### src/rtl/htac_pkg.sv
// shared types, constants and helper functions of the hit-triggered actuator controller
package htac_pkg;

  // word kinds
  localparam logic [1:0] OP_TICK  = 2'd0;
  localparam logic [1:0] OP_FRAME = 2'd1;
  localparam logic [1:0] OP_EDGE  = 2'd2;

  // configuration register indexes
  localparam logic [2:0] CFG_RAMP_DOWN_STEP   = 3'd0;
  localparam logic [2:0] CFG_RAMP_UP_STEP     = 3'd1;
  localparam logic [2:0] CFG_HOLD_LEVEL       = 3'd2;
  localparam logic [2:0] CFG_RAMP_INTERVAL_MS = 3'd3;
  localparam logic [2:0] CFG_FULL_SPEED_MS    = 3'd4;
  localparam logic [2:0] CFG_RETURN_WAIT_MS   = 3'd5;
  localparam logic [2:0] CFG_LINK_TIMEOUT_MS  = 3'd6;

  // configuration reset values
  localparam logic [7:0]  RST_RAMP_DOWN_STEP   = 8'd5;
  localparam logic [7:0]  RST_RAMP_UP_STEP     = 8'd5;
  localparam logic [7:0]  RST_HOLD_LEVEL       = 8'd150;
  localparam logic [7:0]  RST_RAMP_INTERVAL_MS = 8'd5;
  localparam logic [15:0] RST_FULL_SPEED_MS    = 16'd800;
  localparam logic [15:0] RST_RETURN_WAIT_MS   = 16'd1500;
  localparam logic [15:0] RST_LINK_TIMEOUT_MS  = 16'd3000;

  // misc constants
  localparam logic [7:0]  LEVEL_STOP   = 8'd255;
  localparam logic [7:0]  MANUAL_NONE  = 8'd255;
  localparam logic [7:0]  GAIN_MAX     = 8'd254;
  localparam logic [7:0]  GAIN_RESET   = 8'd62;
  localparam logic [7:0]  MODE_AUTO    = 8'd0;
  localparam logic [7:0]  MODE_UP      = 8'd1;
  localparam logic [7:0]  MODE_DOWN    = 8'd2;
  localparam logic [15:0] MS_MAX       = 16'hFFFF;
  localparam logic [7:0]  HITS_MAX     = 8'hFF;
  localparam logic [1:0]  CH_NONE      = 2'd0;
  localparam logic [1:0]  CH_CRITICAL  = 2'd1;
  localparam logic        DIR_LOWER    = 1'b0;
  localparam logic        DIR_UP       = 1'b1;

  typedef enum logic [2:0] {
    PH_IDLE  = 3'd0,
    PH_ACCEL = 3'd1,
    PH_FULL  = 3'd2,
    PH_EASE  = 3'd3,
    PH_HOLD  = 3'd4
  } phase_t;

  typedef enum logic [1:0] {
    TGT_NONE = 2'd0,
    TGT_DOWN = 2'd1,
    TGT_UP   = 2'd2
  } target_t;

  typedef struct packed {
    logic [7:0]  ramp_down_step;
    logic [7:0]  ramp_up_step;
    logic [7:0]  hold_level;
    logic [7:0]  ramp_interval_ms;
    logic [15:0] full_speed_ms;
    logic [15:0] return_wait_ms;
    logic [15:0] link_timeout_ms;
  } cfg_t;

  typedef struct packed {
    logic [1:0] op;
    logic       control_on;
    logic [7:0] mode;
    logic [2:0] ban_mask;
    logic [7:0] gain_request;
    logic [7:0] critical_needed;
    logic [7:0] noncritical_needed;
    logic [1:0] detect_channel;
    logic       top_switch;
    logic       under_switch;
  } item_t;

  typedef struct packed {
    logic       reply_valid;
    logic [1:0] reply_channel;
    logic [7:0] motor_level;
    logic       motor_dir;
    logic [7:0] gain_level;
    logic [2:0] motor_phase;
  } result_t;

  typedef struct packed {
    phase_t     phase;
    logic [7:0] level;
    logic       dir;
    logic       timer_running;
    target_t    target;
  } motor_t;

  // start a move: full stop level, accelerate phase, timer restarted by caller
  function automatic motor_t motor_drive(input motor_t m, input logic down);
    motor_t r;
    r               = m;
    r.dir           = down ? DIR_LOWER : DIR_UP;
    r.target        = down ? TGT_DOWN : TGT_UP;
    r.level         = LEVEL_STOP;
    r.phase         = PH_ACCEL;
    r.timer_running = 1'b1;
    return r;
  endfunction

  function automatic motor_t motor_halt(input motor_t m);
    motor_t r;
    r               = m;
    r.level         = LEVEL_STOP;
    r.timer_running = 1'b0;
    r.phase         = PH_IDLE;
    r.target        = TGT_NONE;
    return r;
  endfunction

  function automatic logic [15:0] sat_inc16(input logic [15:0] v);
    return (v == MS_MAX) ? v : v + 16'd1;
  endfunction

  function automatic logic [7:0] sat_inc8(input logic [7:0] v);
    return (v == HITS_MAX) ? v : v + 8'd1;
  endfunction

  // ban bit for a detector channel, channel none is never banned
  function automatic logic ch_banned(input logic [2:0] bans, input logic [1:0] ch);
    logic b;
    case (ch)
      2'd1:    b = bans[0];
      2'd2:    b = bans[1];
      2'd3:    b = bans[2];
      default: b = 1'b0;
    endcase
    return b;
  endfunction

endpackage

### src/rtl/htac_cfg.sv
// configuration register file of the hit-triggered actuator controller
module htac_cfg (
  input  logic                clk,
  input  logic                rst_n,
  input  logic                cfg_we,
  input  logic [2:0]          cfg_index,
  input  logic [15:0]         cfg_wdata,
  output htac_pkg::cfg_t      cfg
);

  htac_pkg::cfg_t cfg_r;
  htac_pkg::cfg_t cfg_nxt;

  always_comb begin
    cfg_nxt = cfg_r;
    if (cfg_we) begin
      case (cfg_index)
        htac_pkg::CFG_RAMP_DOWN_STEP:   cfg_nxt.ramp_down_step   = cfg_wdata[7:0];
        htac_pkg::CFG_RAMP_UP_STEP:     cfg_nxt.ramp_up_step     = cfg_wdata[7:0];
        htac_pkg::CFG_HOLD_LEVEL:       cfg_nxt.hold_level       = cfg_wdata[7:0];
        htac_pkg::CFG_RAMP_INTERVAL_MS: cfg_nxt.ramp_interval_ms = cfg_wdata[7:0];
        htac_pkg::CFG_FULL_SPEED_MS:    cfg_nxt.full_speed_ms    = cfg_wdata;
        htac_pkg::CFG_RETURN_WAIT_MS:   cfg_nxt.return_wait_ms   = cfg_wdata;
        htac_pkg::CFG_LINK_TIMEOUT_MS:  cfg_nxt.link_timeout_ms  = cfg_wdata;
        default: ;
      endcase
    end
  end

  always_ff @(posedge clk) begin
    if (!rst_n) begin
      cfg_r.ramp_down_step   <= htac_pkg::RST_RAMP_DOWN_STEP;
      cfg_r.ramp_up_step     <= htac_pkg::RST_RAMP_UP_STEP;
      cfg_r.hold_level       <= htac_pkg::RST_HOLD_LEVEL;
      cfg_r.ramp_interval_ms <= htac_pkg::RST_RAMP_INTERVAL_MS;
      cfg_r.full_speed_ms    <= htac_pkg::RST_FULL_SPEED_MS;
      cfg_r.return_wait_ms   <= htac_pkg::RST_RETURN_WAIT_MS;
      cfg_r.link_timeout_ms  <= htac_pkg::RST_LINK_TIMEOUT_MS;
    end else begin
      cfg_r <= cfg_nxt;
    end
  end

  assign cfg = cfg_r;

endmodule

### src/rtl/htac_core.sv
// controller state and single-pass update for one word
module htac_core (
  input  logic                 clk,
  input  logic                 rst_n,
  input  logic                 step_en,
  input  htac_pkg::item_t      item,
  input  htac_pkg::cfg_t       cfg,
  output htac_pkg::result_t    result
);

  logic              enabled_r, enabled_nxt;
  logic [7:0]        last_mode_r, last_mode_nxt;
  logic [7:0]        last_manual_r, last_manual_nxt;
  logic [2:0]        ban_bits_r, ban_bits_nxt;
  htac_pkg::motor_t  motor_r, motor_nxt;
  logic [15:0]       phase_ms_r, phase_ms_nxt;
  logic              return_pending_r, return_pending_nxt;
  logic [15:0]       return_ms_r, return_ms_nxt;
  logic [1:0]        pending_ch_r, pending_ch_nxt;
  logic [1:0]        reported_ch_r, reported_ch_nxt;
  logic [7:0]        crit_hits_r, crit_hits_nxt;
  logic [7:0]        noncrit_hits_r, noncrit_hits_nxt;
  logic [7:0]        crit_limit_r, crit_limit_nxt;
  logic [7:0]        noncrit_limit_r, noncrit_limit_nxt;
  logic [7:0]        gain_r, gain_nxt;
  logic [15:0]       link_ms_r, link_ms_nxt;
  logic              recover_raise_r, recover_raise_nxt;

  logic [8:0]        ease_sum;
  logic              crit_ready;
  logic              noncrit_ready;
  logic [15:0]       interval_ms;

  assign interval_ms = {8'd0, cfg.ramp_interval_ms};

  always_comb begin
    enabled_nxt        = enabled_r;
    last_mode_nxt      = last_mode_r;
    last_manual_nxt    = last_manual_r;
    ban_bits_nxt       = ban_bits_r;
    motor_nxt          = motor_r;
    phase_ms_nxt       = phase_ms_r;
    return_pending_nxt = return_pending_r;
    return_ms_nxt      = return_ms_r;
    pending_ch_nxt     = pending_ch_r;
    reported_ch_nxt    = reported_ch_r;
    crit_hits_nxt      = crit_hits_r;
    noncrit_hits_nxt   = noncrit_hits_r;
    crit_limit_nxt     = crit_limit_r;
    noncrit_limit_nxt  = noncrit_limit_r;
    gain_nxt           = gain_r;
    link_ms_nxt        = link_ms_r;
    recover_raise_nxt  = recover_raise_r;
    ease_sum           = 9'd0;
    crit_ready         = 1'b0;
    noncrit_ready      = 1'b0;

    case (item.op)
      htac_pkg::OP_TICK: begin
        link_ms_nxt   = htac_pkg::sat_inc16(link_ms_r);
        phase_ms_nxt  = htac_pkg::sat_inc16(phase_ms_r);
        return_ms_nxt = htac_pkg::sat_inc16(return_ms_r);

        // link lost
        if (link_ms_nxt >= cfg.link_timeout_ms) begin
          last_manual_nxt    = htac_pkg::MANUAL_NONE;
          motor_nxt          = htac_pkg::motor_halt(motor_nxt);
          pending_ch_nxt     = htac_pkg::CH_NONE;
          reported_ch_nxt    = htac_pkg::CH_NONE;
          crit_hits_nxt      = 8'd0;
          noncrit_hits_nxt   = 8'd0;
          return_pending_nxt = 1'b0;
          return_ms_nxt      = 16'd0;
          recover_raise_nxt  = 1'b1;
        end

        // motor profile
        if (motor_nxt.timer_running) begin
          if (motor_nxt.phase == htac_pkg::PH_ACCEL && phase_ms_nxt >= interval_ms) begin
            motor_nxt.level = (motor_nxt.level >= cfg.ramp_down_step) ?
                              motor_nxt.level - cfg.ramp_down_step : 8'd0;
            if (motor_nxt.level == 8'd0) begin
              motor_nxt.phase = htac_pkg::PH_FULL;
            end
            phase_ms_nxt = 16'd0;
          end else if (motor_nxt.phase == htac_pkg::PH_FULL &&
                       phase_ms_nxt >= cfg.full_speed_ms) begin
            motor_nxt.phase = htac_pkg::PH_EASE;
            phase_ms_nxt    = 16'd0;
          end else if (motor_nxt.phase == htac_pkg::PH_EASE &&
                       phase_ms_nxt >= interval_ms) begin
            ease_sum = {1'b0, motor_nxt.level} + {1'b0, cfg.ramp_up_step};
            if (ease_sum > {1'b0, cfg.hold_level}) begin
              ease_sum = {1'b0, cfg.hold_level};
            end
            motor_nxt.level = ease_sum[7:0];
            if (motor_nxt.level == cfg.hold_level) begin
              motor_nxt.phase         = htac_pkg::PH_HOLD;
              motor_nxt.timer_running = 1'b0;
            end else begin
              phase_ms_nxt = 16'd0;
            end
          end
        end

        // limit switches, upper one first
        if (!item.under_switch) begin
          if (motor_nxt.target == htac_pkg::TGT_UP) begin
            motor_nxt = htac_pkg::motor_halt(motor_nxt);
          end
        end else if (!item.top_switch) begin
          if (motor_nxt.target == htac_pkg::TGT_DOWN) begin
            motor_nxt = htac_pkg::motor_halt(motor_nxt);
            if (return_pending_nxt) begin
              return_ms_nxt = 16'd0;
            end
          end
        end

        // timed raise after reaching bottom
        if (return_pending_nxt && motor_nxt.phase == htac_pkg::PH_IDLE &&
            return_ms_nxt >= cfg.return_wait_ms) begin
          motor_nxt          = htac_pkg::motor_drive(motor_nxt, 1'b0);
          phase_ms_nxt       = 16'd0;
          pending_ch_nxt     = htac_pkg::CH_NONE;
          reported_ch_nxt    = htac_pkg::CH_NONE;
          return_pending_nxt = 1'b0;
        end
      end

      htac_pkg::OP_FRAME: begin
        last_mode_nxt = item.mode;
        link_ms_nxt   = 16'd0;
        if (!item.control_on) begin
          enabled_nxt        = 1'b0;
          last_manual_nxt    = htac_pkg::MANUAL_NONE;
          motor_nxt          = htac_pkg::motor_halt(motor_nxt);
          return_pending_nxt = 1'b0;
          return_ms_nxt      = 16'd0;
          pending_ch_nxt     = htac_pkg::CH_NONE;
          reported_ch_nxt    = htac_pkg::CH_NONE;
          crit_hits_nxt      = 8'd0;
          noncrit_hits_nxt   = 8'd0;
        end else begin
          enabled_nxt = 1'b1;
          if (recover_raise_r) begin
            return_pending_nxt = 1'b0;
            motor_nxt.phase    = htac_pkg::PH_IDLE;
            motor_nxt.target   = htac_pkg::TGT_NONE;
            if (item.under_switch) begin
              motor_nxt    = htac_pkg::motor_drive(motor_nxt, 1'b0);
              phase_ms_nxt = 16'd0;
            end
            recover_raise_nxt = 1'b0;
          end

          if (item.ban_mask != ban_bits_r) begin
            pending_ch_nxt  = htac_pkg::CH_NONE;
            reported_ch_nxt = htac_pkg::CH_NONE;
            ban_bits_nxt    = item.ban_mask;
          end
          gain_nxt          = (item.gain_request > htac_pkg::GAIN_MAX) ?
                              htac_pkg::GAIN_MAX : item.gain_request;
          crit_limit_nxt    = item.critical_needed;
          noncrit_limit_nxt = item.noncritical_needed;

          if (item.mode == htac_pkg::MODE_AUTO) begin
            crit_ready    = (crit_limit_nxt != 8'd0) && (crit_hits_nxt >= crit_limit_nxt);
            noncrit_ready = (noncrit_limit_nxt != 8'd0) &&
                            (noncrit_hits_nxt >= noncrit_limit_nxt);
            reported_ch_nxt = pending_ch_nxt;
            if (htac_pkg::ch_banned(ban_bits_nxt, reported_ch_nxt)) begin
              reported_ch_nxt = htac_pkg::CH_NONE;
              pending_ch_nxt  = htac_pkg::CH_NONE;
            end
            if (reported_ch_nxt != htac_pkg::CH_NONE &&
                motor_nxt.phase == htac_pkg::PH_IDLE && !return_pending_nxt &&
                (crit_ready || noncrit_ready)) begin
              motor_nxt          = htac_pkg::motor_drive(motor_nxt, 1'b1);
              phase_ms_nxt       = 16'd0;
              return_pending_nxt = 1'b1;
              crit_hits_nxt      = 8'd0;
              noncrit_hits_nxt   = 8'd0;
              pending_ch_nxt     = htac_pkg::CH_NONE;
            end
          end else begin
            return_pending_nxt = 1'b0;
            crit_hits_nxt      = 8'd0;
            noncrit_hits_nxt   = 8'd0;
            if (item.mode != last_manual_r) begin
              if (item.mode == htac_pkg::MODE_UP) begin
                motor_nxt    = htac_pkg::motor_drive(motor_nxt, 1'b0);
                phase_ms_nxt = 16'd0;
              end else if (item.mode == htac_pkg::MODE_DOWN) begin
                motor_nxt    = htac_pkg::motor_drive(motor_nxt, 1'b1);
                phase_ms_nxt = 16'd0;
              end
              last_manual_nxt = item.mode;
            end
          end
        end
      end

      htac_pkg::OP_EDGE: begin
        if (enabled_r && last_mode_r == htac_pkg::MODE_AUTO &&
            motor_r.phase == htac_pkg::PH_IDLE && !return_pending_r &&
            item.detect_channel != htac_pkg::CH_NONE &&
            !htac_pkg::ch_banned(ban_bits_r, item.detect_channel)) begin
          if (pending_ch_r == htac_pkg::CH_NONE) begin
            pending_ch_nxt = item.detect_channel;
          end
          if (item.detect_channel == htac_pkg::CH_CRITICAL) begin
            crit_hits_nxt = htac_pkg::sat_inc8(crit_hits_r);
          end else begin
            noncrit_hits_nxt = htac_pkg::sat_inc8(noncrit_hits_r);
          end
        end
      end

      default: ;
    endcase
  end

  always_comb begin
    result.reply_valid   = (item.op == htac_pkg::OP_FRAME);
    result.reply_channel = result.reply_valid ? reported_ch_nxt : htac_pkg::CH_NONE;
    result.motor_level   = motor_nxt.level;
    result.motor_dir     = motor_nxt.dir;
    result.gain_level    = gain_nxt;
    result.motor_phase   = motor_nxt.phase;
  end

  always_ff @(posedge clk) begin
    if (!rst_n) begin
      enabled_r              <= 1'b0;
      last_mode_r            <= htac_pkg::MODE_AUTO;
      last_manual_r          <= htac_pkg::MANUAL_NONE;
      ban_bits_r             <= 3'd0;
      motor_r.phase          <= htac_pkg::PH_IDLE;
      motor_r.level          <= htac_pkg::LEVEL_STOP;
      motor_r.dir            <= htac_pkg::DIR_UP;
      motor_r.timer_running  <= 1'b0;
      motor_r.target         <= htac_pkg::TGT_NONE;
      phase_ms_r             <= 16'd0;
      return_pending_r       <= 1'b0;
      return_ms_r            <= 16'd0;
      pending_ch_r           <= htac_pkg::CH_NONE;
      reported_ch_r          <= htac_pkg::CH_NONE;
      crit_hits_r            <= 8'd0;
      noncrit_hits_r         <= 8'd0;
      crit_limit_r           <= 8'd0;
      noncrit_limit_r        <= 8'd0;
      gain_r                 <= htac_pkg::GAIN_RESET;
      link_ms_r              <= 16'd0;
      recover_raise_r        <= 1'b0;
    end else if (step_en) begin
      enabled_r        <= enabled_nxt;
      last_mode_r      <= last_mode_nxt;
      last_manual_r    <= last_manual_nxt;
      ban_bits_r       <= ban_bits_nxt;
      motor_r          <= motor_nxt;
      phase_ms_r       <= phase_ms_nxt;
      return_pending_r <= return_pending_nxt;
      return_ms_r      <= return_ms_nxt;
      pending_ch_r     <= pending_ch_nxt;
      reported_ch_r    <= reported_ch_nxt;
      crit_hits_r      <= crit_hits_nxt;
      noncrit_hits_r   <= noncrit_hits_nxt;
      crit_limit_r     <= crit_limit_nxt;
      noncrit_limit_r  <= noncrit_limit_nxt;
      gain_r           <= gain_nxt;
      link_ms_r        <= link_ms_nxt;
      recover_raise_r  <= recover_raise_nxt;
    end
  end

endmodule

### src/rtl/hit_triggered_actuator_controller_top.sv
// top level of the hit-triggered actuator controller: input register, update, result register
//
// takes one word per clock while out_ready is high: a millisecond tick, a host command
// frame or a detector rising edge, and gives exactly one result word per input word
// (reply flag and channel, motor level and direction, sensor gain, motor phase). a
// word is captured in an input register, the controller state is updated from it in
// a single pass of short logic, and the result lands in an output register.
// sustained rate is one word per cycle while out_ready is high, set by the one
// update stage, and the input keeps accepting while a result waits on out_ready as
// long as the input register is free or moving. configuration writes on cfg_we are
// registered and must only be made while no word is in flight. no clearing pass
// after reset.
module hit_triggered_actuator_controller_top (
  input  logic        clk,
  input  logic        rst_n,

  // configuration write port
  input  logic        cfg_we,
  input  logic [2:0]  cfg_index,
  input  logic [15:0] cfg_wdata,

  // input word channel
  input  logic        in_valid,
  output logic        in_ready,
  input  logic [1:0]  in_op,
  input  logic        in_control_on,
  input  logic [7:0]  in_mode,
  input  logic [2:0]  in_ban_mask,
  input  logic [7:0]  in_gain_request,
  input  logic [7:0]  in_critical_needed,
  input  logic [7:0]  in_noncritical_needed,
  input  logic [1:0]  in_detect_channel,
  input  logic        in_top_switch,
  input  logic        in_under_switch,

  // result word channel
  output logic        out_valid,
  input  logic        out_ready,
  output logic        out_reply_valid,
  output logic [1:0]  out_reply_channel,
  output logic [7:0]  out_motor_level,
  output logic        out_motor_dir,
  output logic [7:0]  out_gain_level,
  output logic [2:0]  out_motor_phase
);

  htac_pkg::cfg_t    cfg;
  htac_pkg::item_t   item_r;
  htac_pkg::item_t   item_nxt;
  htac_pkg::result_t result_nxt;
  htac_pkg::result_t result_r;
  logic              item_valid_r;
  logic              out_valid_r;
  logic              advance;
  logic              in_take;

  htac_cfg u_cfg (
    .clk       (clk),
    .rst_n     (rst_n),
    .cfg_we    (cfg_we),
    .cfg_index (cfg_index),
    .cfg_wdata (cfg_wdata),
    .cfg       (cfg)
  );

  // the held word moves on whenever the result register is empty or being drained
  assign advance  = item_valid_r && (!out_valid_r || out_ready);
  assign in_ready = !item_valid_r || advance;
  assign in_take  = in_valid && in_ready;

  always_comb begin
    item_nxt.op                 = in_op;
    item_nxt.control_on         = in_control_on;
    item_nxt.mode               = in_mode;
    item_nxt.ban_mask           = in_ban_mask;
    item_nxt.gain_request       = in_gain_request;
    item_nxt.critical_needed    = in_critical_needed;
    item_nxt.noncritical_needed = in_noncritical_needed;
    item_nxt.detect_channel     = in_detect_channel;
    item_nxt.top_switch         = in_top_switch;
    item_nxt.under_switch       = in_under_switch;
  end

  // state update happens in the same cycle the result is captured
  htac_core u_core (
    .clk     (clk),
    .rst_n   (rst_n),
    .step_en (advance),
    .item    (item_r),
    .cfg     (cfg),
    .result  (result_nxt)
  );

  // control
  always_ff @(posedge clk) begin
    if (!rst_n) begin
      item_valid_r <= 1'b0;
      out_valid_r  <= 1'b0;
    end else begin
      if (in_take) begin
        item_valid_r <= 1'b1;
      end else if (advance) begin
        item_valid_r <= 1'b0;
      end
      if (advance) begin
        out_valid_r <= 1'b1;
      end else if (out_ready) begin
        out_valid_r <= 1'b0;
      end
    end
  end

  // payload
  always_ff @(posedge clk) begin
    if (in_take) begin
      item_r <= item_nxt;
    end
    if (advance) begin
      result_r <= result_nxt;
    end
  end

  assign out_valid         = out_valid_r;
  assign out_reply_valid   = result_r.reply_valid;
  assign out_reply_channel = result_r.reply_channel;
  assign out_motor_level   = result_r.motor_level;
  assign out_motor_dir     = result_r.motor_dir;
  assign out_gain_level    = result_r.gain_level;
  assign out_motor_phase   = result_r.motor_phase;

endmodule

### config.mk
export PLATFORM = sky130hd
export DESIGN_NAME = hit_triggered_actuator_controller_top
export DESIGN_NICKNAME = d
export VERILOG_FILES = /design/src/rtl/htac_pkg.sv /design/src/rtl/htac_cfg.sv /design/src/rtl/htac_core.sv /design/src/rtl/hit_triggered_actuator_controller_top.sv
export SDC_FILE = /design/constraint.sdc
export NUM_CORES = 1
export LEC_CHECK = 0
export ABC_AREA = 0
export BUFFER_PORTS_ARGS = -buffer_cell sky130_fd_sc_hd__buf_2
export CORE_MARGIN = 5
export CORE_UTILIZATION = 55
export DETAILED_ROUTE_END_ITERATION = 6
export GPL_TIMING_DRIVEN = 1
export PLACE_DENSITY = 0.84
export SLEW_MARGIN = 0
export SYNTH_ARGS = -nofsm -noshare
export SYNTH_HDL_FRONTEND = slang
export SYNTH_HIERARCHICAL = 1
export SYNTH_SLANG_ARGS = --single-unit
### constraint.sdc
create_clock -name clk -period 11.03 [get_ports clk]
set_input_delay 2.206 -clock clk [delete_from_list [all_inputs] [get_ports clk]]
set_output_delay 2.206 -clock clk [all_outputs]
set_load 0.02 [all_outputs]
==> run_results.csv, run 1 <==
group,metric,value,unit
run_status,status,"completed",
final_layout,area_growth,9.90,%
clocking,cts.htree.levels,1,
synth,async_flop_share,0,%
route,first_pass_iters,5,
route,viasPerCell,6.02,
final_layout,multi_input_area,8340,sq um
route,ant_nets,0,
clocking,holdBufCountCts,0,
timing,worst_pin_slew,1.36,ns
timing,rsz0062_at_grt,"false",
die,core.rowCount,60,
placed_design,dpl.hpwl,27.1,mm
synth,yosys_warnings,6,
timing,clock.fmax,0.115,GHz
hold_path,hold_start,"u_core/gain_r[7]$_SDFFE_PN0P_",
hold_path,hold_depth,2,
timing,tns,0,ns
die,die_y,175,um
clocking,clock_latency,0.54,ns
synth,synth_seq_area_share,38.9,%
timing,fin_crit_sh,78.9,%
hold_path,min_path_type,"reg -> reg",
critical_path,cp.required,11.30,ns
critical_path,reg2regPathDepth,37,
route,drt_iter0_markers,1100,
timing,clock_skew,0.0171,ns
critical_path,setup.worst_path.start_class,"register",
timing,hold_viol_final,0,
timing,maxSlewHeadroom,9.26,%
pwr,clockPowerShare,43.8,%
die,start_util,55.8,%
final_layout,mostFrequentLayoutCells,"dfxtp_1 (195), nand2_1 (193), nor2_1 (128)",
clocking,clock-sinks,260,
placed_design,placed_area,15600,sq um
clocking,clkTransAtPathRegs,0.06,ns
route,finalWirelength,37.3,mm
critical_path,critPathMaxFanout,24,
global_route,antenna_found_initial,0,
global_route,grt_use_total,23.3,%
clocking,cts_resized,0,
synth,synth_cell_types,89,
route,drc,0,
route,met3WireLength,2.13,mm
final_layout,design_area,16500,sq um
final_layout,fillers,2189,
job,drv_cap,0,
global_route,grt_max_degree,73,
clocking,cts_tree,"built",
clocking,cts_root_buf,"clkbuf_16",
clocking,postCtsSetupBuffers,0,
synth,synth_cells,1680,
route,highest_layer,"met4",
pwr,p_sw,0.000509,W
pwr,switching_share,23.9,%
route,vias,12600,
placed_design,io_buffer_count,90,
timing,min_period,8.70,ns
synth,yosys_register_bits,260,
pwr,p_int,0.00162,W
die,die_w,175,um
die,ios,91,
critical_path,r2r-end,"out_motor_level[6]$_DFFE_PP_",
critical_path,critPathMostFrequentCell,"ha_1",
route,route.met2.wl,18.0,mm
critical_path,crit_path_end_kind,"register",
route,wl_per_cell,17.8,um
pwr,seq_power_share,48.0,%
clocking,clk_path_buf_depth,3,
critical_path,crit_slowest_cell,"a211oi_4",
pwr,p_comb_share,8.2,%
final_layout,drive_gt1_share,10.9,%
route,drt-met1-wl,15.6,mm
global_route,grt_pass1_wl,60.1,mm
global_route,grt_pass1_vias,12500,
placed_design,place_congestion,0.954,
die,core-area,27000,sq um
pwr,vdd_ir_drop_max,0.118,mV
timing,finalMaxSlewViolations,0,
hold_path,whs_endpoint,"u_core/gain_r[7]$_SDFFE_PN0P_",
clocking,cts-buffers-inserted,27,
critical_path,path_class,"reg -> reg",
final_layout,layout_commonest_cell,"dfxtp_1",
synth,syn-num-nets,1853,
synth,synth_area,15000,sq um
global_route,overflow,0,
final_layout,antennaDiodeCount,0,
synth,synth_area_per_cell,8.95,sq um
timing,finalSetupViolations,0,
pwr,p_per_area,129,nW/um^2
critical_path,crit_arrival,8.97,ns
critical_path,max_stage_delay,0.47,ns
pwr,p_leak,7.06,nW
synth,synthFlopType,"dfxtp_1",
final_layout,finalNetCount,1901,
critical_path,rrSetupSlack,2.33,ns
die,die_area,30700,sq um
critical_path,worstReg2RegStart,"u_core/link_ms_r[4]$_SDFFE_PN0P_",
final_layout,seq_area,5860,sq um
synth,synth-edff-count,65,
==> how the worst max path moves through the flow <==
stage	slack [ns]	cells after the start	end	start
after global placement	3.02	35	out_motor_level[7]$_DFFE_PP_	u_core/link_ms_r[4]$_SDFFE_PN0P_
after floorplan	2.59	38	out_motor_level[0]$_DFFE_PP_	u_core/link_ms_r[4]$_SDFFE_PN0P_
after CTS	2.49	37	out_motor_level[6]$_DFFE_PP_	u_core/link_ms_r[4]$_SDFFE_PN0P_
after global routing	1.63	37	out_motor_level[6]$_DFFE_PP_	u_core/link_ms_r[4]$_SDFFE_PN0P_
after detailed placement	2.56	37	out_motor_level[6]$_DFFE_PP_	u_core/link_ms_r[4]$_SDFFE_PN0P_
final	2.33	37	out_motor_level[6]$_DFFE_PP_	u_core/link_ms_r[4]$_SDFFE_PN0P_
==> metrics by stage <==
step / setup slack [ns] / utilization, % / instances / hold slack [ns] / power [W]
6_report: 2.33 / 61.3 / 2089 / 0.452 / 0.00212
2_1_floorplan: 2.59 / - / 1680 / 0.433 / 0.00115
5_1_grt: 1.63 / 61.3 / 2089 / 0.480 / 0.00220
4_1_cts: 2.49 / 61.3 / 2089 / 0.456 / 0.00214
3_3_place_gp: 3.02 / 58.0 / 2040 / 0.439 / 0.00120
3_5_place_dp: 2.56 / 58.0 / 2040 / 0.447 / 0.00121
==> power by group through the flow <==
stage | logic (W) | registers [W] | clock network [W]
2_1_floorplan | 0.000117 | 0.00104 | 0
3_3_place_gp | 0.000165 | 0.00104 | 0
3_5_place_dp | 0.000171 | 0.00104 | 0
4_1_cts | 0.000172 | 0.00102 | 0.000946
5_1_grt | 0.000192 | 0.00102 | 0.000988
6_report | 0.000175 | 0.00102 | 0.000931
==> metal layers <==
layer / track usage [%] / vias up
met2: 40.3 / 446
met5: 0 / -
met1: 29.4 / 5972
met3: 3.42 / 102
li1: - / 6054
met4: 9.62 / 0
==> synthesized netlist by cell type (12+ instances only) <==
| cell type | n | share of area [%] |
|---|---|---|
| a211oi_1 | 13 | 0.65 |
| a21o_1 | 23 | 1.1 |
| a21oi_1 | 73 | 2.4 |
| a22oi_1 | 35 | 1.7 |
| and3_1 | 22 | 0.92 |
| buf_2 | 12 | 0.40 |
| buf_4 | 14 | 0.70 |
| clkbuf_1 | 50 | 1.2 |
| dfxtp_1 | 195 | 26 |
| edfxtp_1 | 65 | 13 |
| ha_1 | 105 | 8.7 |
| inv_1 | 120 | 3.0 |
| mux2i_1 | 93 | 6.2 |
| nand2_1 | 193 | 4.8 |
| nand2b_1 | 28 | 1.2 |
| nand3_1 | 56 | 1.9 |
| nand4_1 | 21 | 0.87 |
| nor2_1 | 128 | 3.2 |
| nor2b_1 | 48 | 2.0 |
| nor3_1 | 24 | 0.80 |
| nor4_1 | 13 | 0.54 |
| o21a_1 | 14 | 0.70 |
| o21ai_0 | 75 | 2.5 |
| xnor2_1 | 26 | 1.5 |
| xor2_1 | 39 | 2.3 |
==> logic make-up (layout without fill, tap and decap cells) <==
family,Yosys count,in the layout,share of synthesized area (%)
xor+xnor,67,67,4.09
fa+ha+maj,107,107,9.00
mux,105,105,7.12
flops,260,260,38.9
buf+inv,205,273,5.72
simple gates,600,600,19.8
compound gates,336,336,15.3
==> critical path, delay by kind of cell, from the launching register on <==
kind / cells / cell delay, ns
xor gates and xnor gates: 1 / 0.15
AOI/OAI and AO/OA: 12 / 2.60
and+or+nand+nor: 17 / 3.66
buffers and inverters: 3 / 0.56
DFF: 1 / 0.44
adders and majority gates: 4 / 1.00
==> state kept, by name (all words and copies together), names as in the netlist, 3 cells and up <==
name	flops
item_r	42
u_core/crit_hits_r	8
u_core/gain_r	8
u_core/noncrit_hits_r	8
u_core/last_mode_r	8
u_core/ban_bits_r	3
u_core/phase_ms_r	16
out_motor_phase	3
u_core/link_ms_r	16
u_core/last_manual_r	8
u_core/motor_r	15
out_gain_level	8
out_motor_level	8
u_cfg/cfg	80
u_core/return_ms_r	16
==> cell type report <==
class,count,share of cell area [%]
inverters,122,2.77
repair buffers,102,3.29
multi-input cells,1215,50.5
clock buffers,36,4.55
clock inverters,13,0.901
flip-flops and latches,260,35.4
well taps,341,2.58
No activity file was read; power rests on OpenSTA's default activity.
==> inputs of run 2 (changes only) <==
--- a/config.mk
+++ b/config.mk
@@ -5,7 +5,7 @@
 export SDC_FILE = /design/constraint.sdc
 export NUM_CORES = 1
 export LEC_CHECK = 0
-export ABC_AREA = 0
+export ABC_AREA = 1
 export BUFFER_PORTS_ARGS = -buffer_cell sky130_fd_sc_hd__buf_2
 export CORE_MARGIN = 5
 export CORE_UTILIZATION = 55
==> constraint.sdc (replaced) <==
create_clock -name clk -period 8.4 [get_ports clk]
set_input_delay 1.68 -clock clk [delete_from_list [all_inputs] [get_ports clk]]
set_output_delay 1.68 -clock clk [all_outputs]
set_load 0.02 [all_outputs]
==> run 2 against run 1 <==
Effect of this change:
- fmax grew 17%
- critical path depth grew 13
- wire length grew 12%
- combinational power grew to 2.8 times the previous value
- via count grew 22%
- largest cell class unchanged
==> run_results.csv, run 2 <==
group,metric,value,unit
critical_path,cp_num_cells,50,
global_route,grt_max_degree,110,
timing,hold_viol_final,0,
pwr,p_leak,8.00,nW
timing,finalMaxSlewViolations,0,
clocking,clock_latency,0.56,ns
pwr,vdd_ir_drop_max,0.189,mV
global_route,grt_pass1_wl,68.0,mm
route,viasPerCell,5.57,
synth,synth-edff-count,65,
hold_path,min_path_type,"reg -> reg",
clocking,cts-buffers-inserted,28,
timing,finalWorstSetupSlack,0.978,ns
route,first_pass_iters,6,
final_layout,largest_register_ff_count,80,
placed_design,place_congestion,0.926,
synth,synth_area_per_cell,6.98,sq um
pwr,p_per_area,176,nW/um^2
synth,async_flop_share,0,%
critical_path,crit_family,"simple AND/OR/NAND/NOR gates",
final_layout,fillers,2582,
timing,min_period,7.42,ns
clocking,clk_path_buf_depth,3,
timing,clock.fmax,0.135,GHz
timing,maxSlewHeadroom,24.2,%
timing,rsz0062_at_grt,"false",
job,drv_cap,0,
clocking,clock-sinks,260,
synth,yosys_register_bits,260,
die,die_area,32800,sq um
synth,syn-num-nets,2477,
synth,yosysMostFrequentCell,"nand2_1",
route,drc,0,
clocking,clkTransAtPathRegs,0.06,ns
timing,tns,0,ns
synth,synth_area,16100,sq um
synth,synthFlopType,"dfxtp_1",
final_layout,antennaDiodeCount,0,
placed_design,dpl.hpwl,30.6,mm
global_route,antenna_found_initial,1,
clocking,cts_tree,"built",
timing,worst_pin_slew,1.14,ns
critical_path,crit_arrival,7.74,ns
route,wl_per_cell,15.2,um
synth,synth_seq_area_share,36.4,%
timing,finalSetupViolations,0,
critical_path,critPathMostFrequentCell,"nand2_1",
critical_path,reg2regPathDepth,50,
critical_path,max_stage_delay,0.37,ns
synth,synth_top_area_cell,"dfxtp_1",
route,vias,15400,
critical_path,cp.required,8.72,ns
synth,synth_commonest_cells,"nand2_1 (567), inv_1 (305), nor2_1 (262), dfxtp_1 (195), a21oi_1 (184)",
placed_design,io_buffer_count,90,
final_layout,drive_gt1_share,8.39,%
die,die_y,181,um
critical_path,critPathMaxFanout,17,
final_layout,layout_commonest_cell,"nand2_1",
die,die_w,181,um
global_route,grt_use_total,24.3,%
global_route,overflow,0,
hold_path,hold_depth,2,
final_layout,multi_input_area,8650,sq um
run_status,status,"completed",
synth,yosys-top-cells-area,"dfxtp_1 (24%), nand2_1 (13%), edfxtp_1 (12%)",
die,core.rowCount,62,
critical_path,crit_slowest_cell,"dfxtp_1",
clocking,cts.htree.levels,1,
critical_path,path_class,"reg -> reg",
clocking,cts_root_buf,"clkbuf_16",
final_layout,mostFrequentLayoutCells,"nand2_1 (567), inv_1 (305), nor2_1 (262)",
critical_path,setup.worst_path.start_class,"register",
global_route,grt_pass1_vias,14400,
critical_path,path_buf_inv,6,
route,drt_iter0_markers,1439,
placed_design,pre_cts_ws,0.942,ns
final_layout,seq_area,5860,sq um
timing,clock_skew,0.0185,ns
synth,yosys_warnings,6,
clocking,postCtsSetupBuffers,0,
final_layout,area_growth,9.54,%
critical_path,crit_path_end_kind,"register",
final_layout,finalNetCount,2524,
synth,synth_top_area_share,24.3,%
route,finalWirelength,41.8,mm
synth,synth_cell_types,52,
die,start_util,55.9,%
route,ant_nets,0,
die,ios,91,
timing,fin_crit_sh,88.4,%
die,core-area,28800,sq um
synth,synth_cells,2304,
==> run 2: cell types whose count changed after synthesis, sizes merged, moves of 49 or more <==
cell / change
nor2b: -49
a21oi: +115
nor2: +150
inv: +190
nand3: +114
nand4: +59
mux2i: -93
nand2: +386
==> run 2: worst min-delay path, delay by kind of cell, from the launching register on <==
| kind | cells | cell delay [ns] |
|---|---|---|
| buffers and inverters | 1 | 0.06 |
| AOI/OAI and AO/OA | 1 | 0.06 |
| DFF | 1 | 0.29 |
==> run 2: power breakdown <==
| group | switching [W] | leakage (nW) | total [W] | internal (W) |
|---|---|---|---|---|
| Combinational | 0.000330 | 5.36 | 0.000486 | 0.000156 |
| Sequential | 0.0000347 | 2.21 | 0.00137 | 0.00133 |
| Clock | 0.000516 | 0.435 | 0.00124 | 0.000724 |
==> run 2: per-layer routing <==
| metal | track usage [%] | vias up | routed length [um] |
|---|---|---|---|
| met1 | 31.5 | 7069 | 17800 |
| met5 | 0 | - | 13 |
| met2 | 41.7 | 545 | 19800 |
| met4 | 7.84 | 2 | 1280 |
| met3 | 3.78 | 94 | 2920 |
| li1 | - | 7644 | - |
==> run 2: layout make-up <==
cell class                      instances  share of cell area (%)
Tap cell                              384                    2.73
Clock inverter                         12                   0.987
Clock buffer                           40                    4.29
Sequential cell                       260                    33.2
Multi-Input combinational cell       1646                    49.1
Timing Repair Buffer                   99                    2.95
Inverter                              316                    6.74
==> run 2: repair_timing <==
action | in CTS | in global routing
endpoints found under the setup margin | 0 | 25
hold buffers | 0 | 0
resized for setup | 0 | 0
==> run 2: final timing paths <==
| kind | startpoint | slack, ns | end |
|---|---|---|---|
| worst max-delay path | u_core/link_ms_r[1]$_SDFFE_PN0P_ | 0.98 | out_reply_channel[0]$_DFFE_PP_ |
| worst min register to register | u_core/last_mode_r[7]$_SDFFE_PN0P_ | 0.46 | u_core/last_mode_r[7]$_SDFFE_PN0P_ |
| worst min-delay path | u_core/last_mode_r[7]$_SDFFE_PN0P_ | 0.46 | u_core/last_mode_r[7]$_SDFFE_PN0P_ |
| worst max register to register | u_core/link_ms_r[1]$_SDFFE_PN0P_ | 0.98 | out_reply_channel[0]$_DFFE_PP_ |
==> run 2: stage by stage <==
stage	utilization [%]	area (sq um)	cells	total power [W]	hold slack [ns]
finish	61.2	17600	2757	0.00310	0.458
global placement	58.0	16700	2704	0.00186	0.442
global route	61.2	17600	2757	0.00323	0.486
CTS	61.2	17600	2756	0.00310	0.462
floorplan	-	16100	2304	0.00175	0.429
detailed placement	58.0	16700	2704	0.00187	0.448
==> run 2: kinds of logic (layout without fill, tap and decap cells) <==
logic type / Yosys count / in the layout / share of synthesized area, %
DFF: 260 / 260 / 36.4
xor gates and xnor gates: 46 / 46 / 2.50
buffers and inverters: 399 / 467 / 9.99
and+or+nand+nor: 1155 / 1156 / 31.3
adders and majority gates: 107 / 107 / 8.42
AOI/OAI and AO/OA: 337 / 337 / 11.4
